[config.mk]
export PLATFORM = sky130hd
export DESIGN_NAME = dpad_hat_to_button_mapper_unit
export DESIGN_NICKNAME = d
export VERILOG_FILES = /design/src/design/dhbm_pkg.sv /design/src/design/dpad_hat_to_button_mapper_unit.sv
export SDC_FILE = /design/constraint.sdc
export NUM_CORES = 1
export LEC_CHECK = 0
export BUFFER_PORTS_ARGS = -buffer_cell sky130_fd_sc_hd__buf_2
export CAP_MARGIN = 25
export CORE_ASPECT_RATIO = 1.2
export CORE_MARGIN = 3
export CORE_UTILIZATION = 55
export DETAILED_ROUTE_END_ITERATION = 16
export PLACE_DENSITY_LB_ADDON = 0.1
export RECOVER_POWER = 25
export SYNTH_ARGS = -nofsm -noshare
export SYNTH_HDL_FRONTEND = slang
export SYNTH_SLANG_ARGS = --single-unit
export TNS_END_PERCENT = 100
[constraint.sdc]
create_clock -name aclk -period 6.7 [get_ports aclk]
set_input_delay 0.335 -clock aclk [delete_from_list [all_inputs] [get_ports aclk]]
set_output_delay 0.335 -clock aclk [all_outputs]
set_load 0.03 [all_outputs]
[src/design/dhbm_pkg.sv]
`default_nettype none
// ----------------------------------------------------------------------------
// dhbm_pkg
// Shared types, codes and helper functions of the d-pad hat-to-button mapper.
// ----------------------------------------------------------------------------
package dhbm_pkg;

    localparam int DIR_W   = 4;
    localparam int KIND_W  = 2;
    localparam int MODE_W  = 2;
    localparam int DELAY_W = 10;
    localparam int CFG_IDX_W = 2;
    localparam int CFG_DATA_W = DELAY_W;

    // Depth of the event list (one item yields at most four events), and its count width
    localparam int MAX_EVENTS = 6;
    localparam int CNT_W = $clog2(MAX_EVENTS + 1);

    typedef logic [DIR_W-1:0]   dir_t;
    typedef logic [KIND_W-1:0]  kind_t;
    typedef logic [MODE_W-1:0]  mode_t;
    typedef logic [DELAY_W-1:0] delay_t;
    typedef logic [CNT_W-1:0]   cnt_t;

    // Event kinds
    localparam kind_t EV_RELEASE  = 2'd0;
    localparam kind_t EV_PRESS    = 2'd1;
    localparam kind_t EV_ACTIVE   = 2'd2;
    localparam kind_t EV_RELEASED = 2'd3;

    // Modes
    localparam mode_t MODE_STANDARD  = 2'd0;
    localparam mode_t MODE_EIGHT_WAY = 2'd1;
    localparam mode_t MODE_FOUR_CARD = 2'd2;
    localparam mode_t MODE_FOUR_DIAG = 2'd3;

    // Register indexes
    localparam logic [CFG_IDX_W-1:0] REG_MODE  = 2'd0;
    localparam logic [CFG_IDX_W-1:0] REG_DELAY = 2'd1;

    // Direction codes
    localparam dir_t DIR_CENTER = 4'd0;
    localparam dir_t DIR_UP     = 4'd1;
    localparam dir_t DIR_RIGHT  = 4'd2;
    localparam dir_t DIR_DOWN   = 4'd4;
    localparam dir_t DIR_LEFT   = 4'd8;
    localparam dir_t DIR_UR     = 4'd3;
    localparam dir_t DIR_DR     = 4'd6;
    localparam dir_t DIR_DL     = 4'd12;
    localparam dir_t DIR_UL     = 4'd9;

    function automatic logic is_diag(input dir_t d);
        return (d == DIR_UR) || (d == DIR_DR) || (d == DIR_UL) || (d == DIR_DL);
    endfunction

    function automatic logic is_valid_dir(input dir_t d);
        return (d == DIR_CENTER) || (d == DIR_UP) || (d == DIR_RIGHT) ||
               (d == DIR_DOWN) || (d == DIR_LEFT) || is_diag(d);
    endfunction

    // Fold a direction onto one cardinal button
    function automatic dir_t fold_card(input dir_t d);
        dir_t r;
        case (d)
            DIR_UP, DIR_UR:    r = DIR_UP;
            DIR_DOWN, DIR_DL:  r = DIR_DOWN;
            DIR_LEFT, DIR_UL:  r = DIR_LEFT;
            DIR_RIGHT, DIR_DR: r = DIR_RIGHT;
            default:           r = DIR_CENTER;
        endcase
        return r;
    endfunction

endpackage
`default_nettype wire

[src/design/dpad_hat_to_button_mapper_unit.sv]
`default_nettype none
// ----------------------------------------------------------------------------
// dpad_hat_to_button_mapper_unit
// Turns hat samples and millisecond ticks into button press/release events.
// ----------------------------------------------------------------------------
// An accepted item lands in an input register and is processed as soon as
// the result buffer is empty or is on its final transfer; its events (zero
// to four) are then sent one per cycle while m_ready is high, on the result
// channel, with m_last on the final one. A new item can wait in the input
// register meanwhile, so the result buffer draining sets the sustained rate.
// Configuration is written through cfg_we, cfg_index and cfg_wdata; the user
// must do so while the unit is idle (not enforced); unknown indexes are ignored.
module dpad_hat_to_button_mapper_unit (
    input  wire                          aclk,
    input  wire                          aresetn,

    input  wire                          cfg_we,
    input  wire [dhbm_pkg::CFG_IDX_W-1:0]  cfg_index,
    input  wire [dhbm_pkg::CFG_DATA_W-1:0] cfg_wdata,

    input  wire                          s_valid,
    output logic                         s_ready,
    input  wire                          s_req_type,
    input  wire [dhbm_pkg::DIR_W-1:0]    s_direction,
    input  wire                          s_bypass_delay,

    output logic                         m_valid,
    input  wire                          m_ready,
    output logic [dhbm_pkg::KIND_W-1:0]  m_event_kind,
    output logic [dhbm_pkg::DIR_W-1:0]   m_button_code,
    output logic                         m_last
);
    import dhbm_pkg::*;

    // Configuration
    mode_t  mode_reg;
    delay_t delay_reg;

    // Input register
    logic   in_valid_reg;
    logic   in_tick_reg;
    dir_t   in_dir_reg;
    logic   in_bypass_reg;

    // Mapper state
    dir_t   pending_reg, pending_next;
    dir_t   applied_reg, applied_next;
    logic   diag_active_reg, diag_active_next;
    dir_t   diag_code_reg, diag_code_next;
    logic   timer_run_reg, timer_run_next;
    delay_t timer_left_reg, timer_left_next;

    // Result buffer, entry 0 is at the head
    kind_t  buf_kind_reg [MAX_EVENTS];
    dir_t   buf_code_reg [MAX_EVENTS];
    cnt_t   buf_cnt_reg;

    kind_t  ev_kind [MAX_EVENTS];
    dir_t   ev_code [MAX_EVENTS];
    cnt_t   ev_cnt;

    logic   out_xfer;
    logic   buf_free;
    logic   proc_fire;

    assign out_xfer  = m_valid && m_ready;
    assign buf_free  = (buf_cnt_reg == '0) || ((buf_cnt_reg == cnt_t'(1)) && m_ready);
    assign proc_fire = in_valid_reg && buf_free;
    assign s_ready   = !in_valid_reg || proc_fire;

    assign m_valid       = (buf_cnt_reg != '0);
    assign m_event_kind  = buf_kind_reg[0];
    assign m_button_code = buf_code_reg[0];
    assign m_last        = (buf_cnt_reg == cnt_t'(1));

    // Event list and next state for the item in the input register
    always_comb begin
        dir_t   val;
        dir_t   prev;
        dir_t   fp;
        dir_t   fv;
        delay_t left_dec;
        logic   now;
        logic   do_apply;
        logic   diag_rel;

        pending_next     = pending_reg;
        applied_next     = applied_reg;
        diag_active_next = diag_active_reg;
        diag_code_next   = diag_code_reg;
        timer_run_next   = timer_run_reg;
        timer_left_next  = timer_left_reg;
        do_apply         = 1'b0;
        diag_rel         = 1'b0;
        ev_cnt           = '0;
        for (int i = 0; i < MAX_EVENTS; i++) begin
            ev_kind[i] = EV_RELEASE;
            ev_code[i] = DIR_CENTER;
        end

        val      = is_valid_dir(in_dir_reg) ? in_dir_reg : DIR_CENTER;
        now      = in_bypass_reg || (delay_reg == '0);
        left_dec = (timer_left_reg != '0) ? timer_left_reg - delay_t'(1) : '0;

        if (in_tick_reg) begin
            if (timer_run_reg) begin
                timer_left_next = left_dec;
                if (left_dec == '0) begin
                    timer_run_next = 1'b0;
                    do_apply       = 1'b1;
                end
            end
        end else if (val != pending_reg) begin
            pending_next = val;
            if (val != DIR_CENTER) begin
                if (applied_reg == DIR_CENTER) begin
                    ev_kind[ev_cnt] = EV_ACTIVE;
                    ev_code[ev_cnt] = val;
                    ev_cnt          = ev_cnt + cnt_t'(1);
                end
                if (now) begin
                    timer_run_next  = 1'b0;
                    timer_left_next = '0;
                    do_apply        = 1'b1;
                end else if (val != applied_reg) begin
                    if (!timer_run_reg) begin
                        timer_run_next  = 1'b1;
                        timer_left_next = delay_reg;
                    end
                end else begin
                    timer_run_next  = 1'b0;
                    timer_left_next = '0;
                end
            end else begin
                ev_kind[ev_cnt] = EV_RELEASED;
                ev_code[ev_cnt] = DIR_CENTER;
                ev_cnt          = ev_cnt + cnt_t'(1);
                if (now) begin
                    timer_run_next  = 1'b0;
                    timer_left_next = '0;
                    do_apply        = 1'b1;
                end else if (!timer_run_reg) begin
                    timer_run_next  = 1'b1;
                    timer_left_next = delay_reg;
                end
            end
        end

        // Apply the pending direction to the buttons: releases, then presses
        prev = applied_reg;
        val  = pending_next;
        fp   = fold_card(prev);
        fv   = fold_card(val);
        if (do_apply && (val != prev)) begin
            if (diag_active_reg) begin
                ev_kind[ev_cnt]  = EV_RELEASE;
                ev_code[ev_cnt]  = diag_code_reg;
                ev_cnt           = ev_cnt + cnt_t'(1);
                diag_active_next = 1'b0;
                diag_code_next   = DIR_CENTER;
                diag_rel         = 1'b1;
            end else if (mode_reg == MODE_STANDARD) begin
                if (prev[0] && !val[0]) begin
                    ev_kind[ev_cnt] = EV_RELEASE;
                    ev_code[ev_cnt] = DIR_UP;
                    ev_cnt          = ev_cnt + cnt_t'(1);
                end
                if (prev[2] && !val[2]) begin
                    ev_kind[ev_cnt] = EV_RELEASE;
                    ev_code[ev_cnt] = DIR_DOWN;
                    ev_cnt          = ev_cnt + cnt_t'(1);
                end
                if (prev[3] && !val[3]) begin
                    ev_kind[ev_cnt] = EV_RELEASE;
                    ev_code[ev_cnt] = DIR_LEFT;
                    ev_cnt          = ev_cnt + cnt_t'(1);
                end
                if (prev[1] && !val[1]) begin
                    ev_kind[ev_cnt] = EV_RELEASE;
                    ev_code[ev_cnt] = DIR_RIGHT;
                    ev_cnt          = ev_cnt + cnt_t'(1);
                end
            end else if (mode_reg == MODE_FOUR_CARD) begin
                if ((fp != DIR_CENTER) && (fp != fv)) begin
                    ev_kind[ev_cnt] = EV_RELEASE;
                    ev_code[ev_cnt] = fp;
                    ev_cnt          = ev_cnt + cnt_t'(1);
                end
            end else if (prev != DIR_CENTER) begin
                ev_kind[ev_cnt] = EV_RELEASE;
                ev_code[ev_cnt] = prev;
                ev_cnt          = ev_cnt + cnt_t'(1);
            end

            if (mode_reg == MODE_STANDARD) begin
                if (val[0] && !prev[0]) begin
                    ev_kind[ev_cnt] = EV_PRESS;
                    ev_code[ev_cnt] = DIR_UP;
                    ev_cnt          = ev_cnt + cnt_t'(1);
                end
                if (val[2] && !prev[2]) begin
                    ev_kind[ev_cnt] = EV_PRESS;
                    ev_code[ev_cnt] = DIR_DOWN;
                    ev_cnt          = ev_cnt + cnt_t'(1);
                end
                if (val[3] && !prev[3]) begin
                    ev_kind[ev_cnt] = EV_PRESS;
                    ev_code[ev_cnt] = DIR_LEFT;
                    ev_cnt          = ev_cnt + cnt_t'(1);
                end
                if (val[1] && !prev[1]) begin
                    ev_kind[ev_cnt] = EV_PRESS;
                    ev_code[ev_cnt] = DIR_RIGHT;
                    ev_cnt          = ev_cnt + cnt_t'(1);
                end
            end else if (mode_reg == MODE_FOUR_CARD) begin
                // Skip the press when the folded button is already held
                if ((fv != DIR_CENTER) && (diag_rel || (fv != fp))) begin
                    ev_kind[ev_cnt] = EV_PRESS;
                    ev_code[ev_cnt] = fv;
                    ev_cnt          = ev_cnt + cnt_t'(1);
                end
            end else if (is_diag(val)) begin
                diag_active_next = 1'b1;
                diag_code_next   = val;
                ev_kind[ev_cnt]  = EV_PRESS;
                ev_code[ev_cnt]  = val;
                ev_cnt           = ev_cnt + cnt_t'(1);
            end else if ((mode_reg == MODE_EIGHT_WAY) && (val != DIR_CENTER)) begin
                ev_kind[ev_cnt] = EV_PRESS;
                ev_code[ev_cnt] = val;
                ev_cnt          = ev_cnt + cnt_t'(1);
            end

            applied_next = val;
        end
    end

    always_ff @(posedge aclk) begin
        if (!aresetn) begin
            mode_reg        <= MODE_STANDARD;
            delay_reg       <= '0;
            in_valid_reg    <= 1'b0;
            pending_reg     <= DIR_CENTER;
            applied_reg     <= DIR_CENTER;
            diag_active_reg <= 1'b0;
            diag_code_reg   <= DIR_CENTER;
            timer_run_reg   <= 1'b0;
            timer_left_reg  <= '0;
            buf_cnt_reg     <= '0;
        end else begin
            if (cfg_we) begin
                unique case (cfg_index)
                    REG_MODE:  mode_reg  <= cfg_wdata[MODE_W-1:0];
                    REG_DELAY: delay_reg <= cfg_wdata[DELAY_W-1:0];
                    default: ;
                endcase
            end

            if (s_valid && s_ready) begin
                in_valid_reg <= 1'b1;
            end else if (proc_fire) begin
                in_valid_reg <= 1'b0;
            end

            if (proc_fire) begin
                pending_reg     <= pending_next;
                applied_reg     <= applied_next;
                diag_active_reg <= diag_active_next;
                diag_code_reg   <= diag_code_next;
                timer_run_reg   <= timer_run_next;
                timer_left_reg  <= timer_left_next;
                buf_cnt_reg     <= ev_cnt;
            end else if (out_xfer) begin
                buf_cnt_reg <= buf_cnt_reg - cnt_t'(1);
            end
        end
    end

    // Payload registers: capture on transfer, load or advance the buffer
    always_ff @(posedge aclk) begin
        if (s_valid && s_ready) begin
            in_tick_reg   <= s_req_type;
            in_dir_reg    <= s_direction;
            in_bypass_reg <= s_bypass_delay;
        end
        if (proc_fire) begin
            for (int i = 0; i < MAX_EVENTS; i++) begin
                buf_kind_reg[i] <= ev_kind[i];
                buf_code_reg[i] <= ev_code[i];
            end
        end else if (out_xfer) begin
            for (int i = 0; i < MAX_EVENTS - 1; i++) begin
                buf_kind_reg[i] <= buf_kind_reg[i+1];
                buf_code_reg[i] <= buf_code_reg[i+1];
            end
        end
    end

endmodule
`default_nettype wire

==> results.toml <==
[cts]
cts_tree = "done"
clkLatencyLatePin_ps = 360
numCtsBuffers = 9
cts_buffer_depth = 2
htreeDepth = 3
cts_hold_buf = 0
clock_tree.root_cell = "clkbuf_16"
clk_transition_reported_paths_ps = 70
clkSinkCount = 81

[layout]
drive_above_1_share_pct = 16.9
design_area_sq_um = 7870
largest_reg_flops = 24
nets = 954
finish.utilization_pct = 64.4
num_antenna_cells = 0
area_growth_pct = 13.5

[worst_setup_path]
crit_required_ps = 6900
cp_max_fo = 7
worst_setup_path_end_kind = "flop"
rr_startpoint = "in_dir_reg[0]"
cp.arrival_ps = 6640
critical_path.max_stage_delay_ps = 560
path_class = "flop to flop"
startpoint = "in_dir_reg[0]"
start_kind = "flop"
critPathSlowestCell = "fa_1"

[yosys]
netlist_instances = 862
ys_async_sr_fraction_pct = 0
ys.flop_type = "dfxtp_1"
synth_cell_types = 92
yosysSeqAreaShare_pct = 28.7
synth-seq-cells = 81
netlist_area_sq_um = 6930
synth-warning-count = 0
avgSynthCellArea_sq_um = 8.04
synth_nets = 910
synth_edf_count = 37

[die]
die_h_um = 129
core-area_sq_um = 12200
start_util_pct = 56.7
io_pins = 32
die_area_sq_um = 14000
rows = 44
dieWidth_um = 108

[drt]
wl_per_cell_um = 24.5
via_per_inst = 7.04
drt_first_iter_violations = 836
vias = 7547
drt_first_pass_iters = 5
finalWirelength_um = 26300
ant_nets = 0
drc = 0

[grt]
overflow = 0
grt_max_degree = 41
first_global_vias = 7264
grt_pass1_wl_um = 40000
antenna_found_initial = 0
grt.total_usage_pct = 37.9

[power]
power.internal_mw = 1.72
p_leak_nw = 3.11
power_density_nw_per_um2 = 431
p_sw_mw = 1.67
switching_share_pct = 49.3
pwr-share-seq_pct = 22.9
ir_drop_v = 0.000261
p_comb_share_pct = 61.7
p_clk_share_pct = 15.4
power_mw = 3.39

[timing]
setup_ws_ps = 261
fmax_mhz = 155
whs_ps = 146
slew_violations = 0
timing.final.crit_share_pct = 96.1
worst-slew-pin-transition_ps = 1490
setup_viol = 0
fin_skew_ps = 10.1
min_period_ps = 6440
hold_violations = 0
maxSlewHeadroom_pct = 0.956

[place]
globalplace.congestion = 1.08
dp_hpwl_um = 19700
place_ws_ps = -181
dpl_cell_area_sq_um = 7380
port_buffers = 31

[run]
drv_cap = 0

[status]
status = "completed"

[hold_path]
hold_path_class = "input pin to flop"
min_from = "s_direction[2]"
[per-layer routing]
metal | vias to the layer above | wire length, um | track usage, %
met4 | 0 | 2330 | 29.7
met1 | 3529 | 9730 | 44.3
met3 | 165 | 2180 | 7.12
li1 | 3341 | - | -
met5 | - | 0 | 0
met2 | 512 | 12000 | 60.7
[cells in the final DEF, fill, tap and decap left out, drive strengths merged, types with 15 or more instances in the layout]
master   n
nor2    71
nor2b   26
nor4    15
mux2i   18
nand3   28
clkbuf  19
inv     43
a21oi   60
nand2b  25
nand2   91
a31oi   16
buf     79
dfxtp   44
edfxtp  37
o21ai   46
nor3    20
ha      24
and2    17
[per-stage QoR]
stage | setup TNS (ps) | std cells
2_1_floorplan | 0 | 862
3_3_place_gp | 0 | 1046
3_5_place_dp | -434 | 1046
4_1_cts | 0 | 1065
5_1_grt | -14.4 | 1072
6_report | 0 | 1072
[final timing paths]
kind | to | slack, ps | cells after the start
max | buf_code_reg[0][0] | 260 | 33
min | in_dir_reg[2] | 150 | 1
max reg2reg | buf_code_reg[0][0] | 260 | 33
min reg2reg | buf_code_reg[4][0] | 530 | 2
[final cells by class]
class | count | area (sq um)
flip-flops and latches | 81 | 1990
clock inverters | 6 | 71.3
multi-input cells | 685 | 4640
repair buffers | 88 | 567
clock buffers | 10 | 239
well taps | 161 | 201
fillers | 1113 | 4350
inverters | 41 | 161
[Yosys cell counts, drive strengths merged (7+ instances only)]
cell    number  share of area, %
a21oi       60               4.3
a22oi        8              0.94
a31oi       16               1.4
a32o        10               1.4
a41oi        7              0.88
and2        17               1.6
buf         21               2.1
clkbuf      34               1.8
dfxtp       44                13
edfxtp      37                16
ha          24               4.3
inv         39               2.1
mux2i       18               2.6
nand2       91               4.9
nand2b      25               2.3
nand3       28               2.1
nand4       11               1.1
nor2        71               3.8
nor2b       26               2.3
nor3        20               1.4
nor4        15               1.4
o211a       11               1.6
o211ai      13               1.7
o21ai       46               3.4
o221ai       8               1.1
o22ai       11               1.1
o31a         7              0.88
o31ai       11               1.2
or2          7              0.63
xnor2       14               1.9
[logic make-up after synthesis]
group / count (synthesis) / share of synthesized area (%)
fa+ha+maj: 25 / 4.62
xor+xnor: 19 / 3.34
simple gates: 344 / 25.2
compound gates: 276 / 28.7
flops: 81 / 28.7
mux: 21 / 3.09
buf+inv: 96 / 6.32
[power by group through the flow]
| stage | registers [mW] | logic (mW) | clock network [mW] |
|---|---|---|---|
| global placement | 0.779 | 1.90 | 0 |
| finish | 0.778 | 2.09 | 0.522 |
| global route | 0.788 | 2.23 | 0.544 |
| CTS | 0.775 | 1.96 | 0.524 |
| detailed placement | 0.785 | 1.93 | 0 |
| floorplan | 0.775 | 1.31 | 0 |
[worst max-delay path, delay by kind of cell (launching register included)]
kind                       cells  cell delay [ps]
AOI/OAI and AO/OA             13             2370
adders and majority gates      6             1950
and+or+nand+nor                9              960
buffers and inverters          5              580
DFF                            1              430
[timing repair]
| action | 4_1_cts | 5_1_grt |
|---|---|---|
| pin swaps | 0 | 5 |
| setup endpoints to repair | 6 | 32 |
| resized for setup | 4 | 21 |
| gates cloned | 0 | 0 |
| setup buffers | 3 | 6 |
Power figures use the tool's default switching activity.
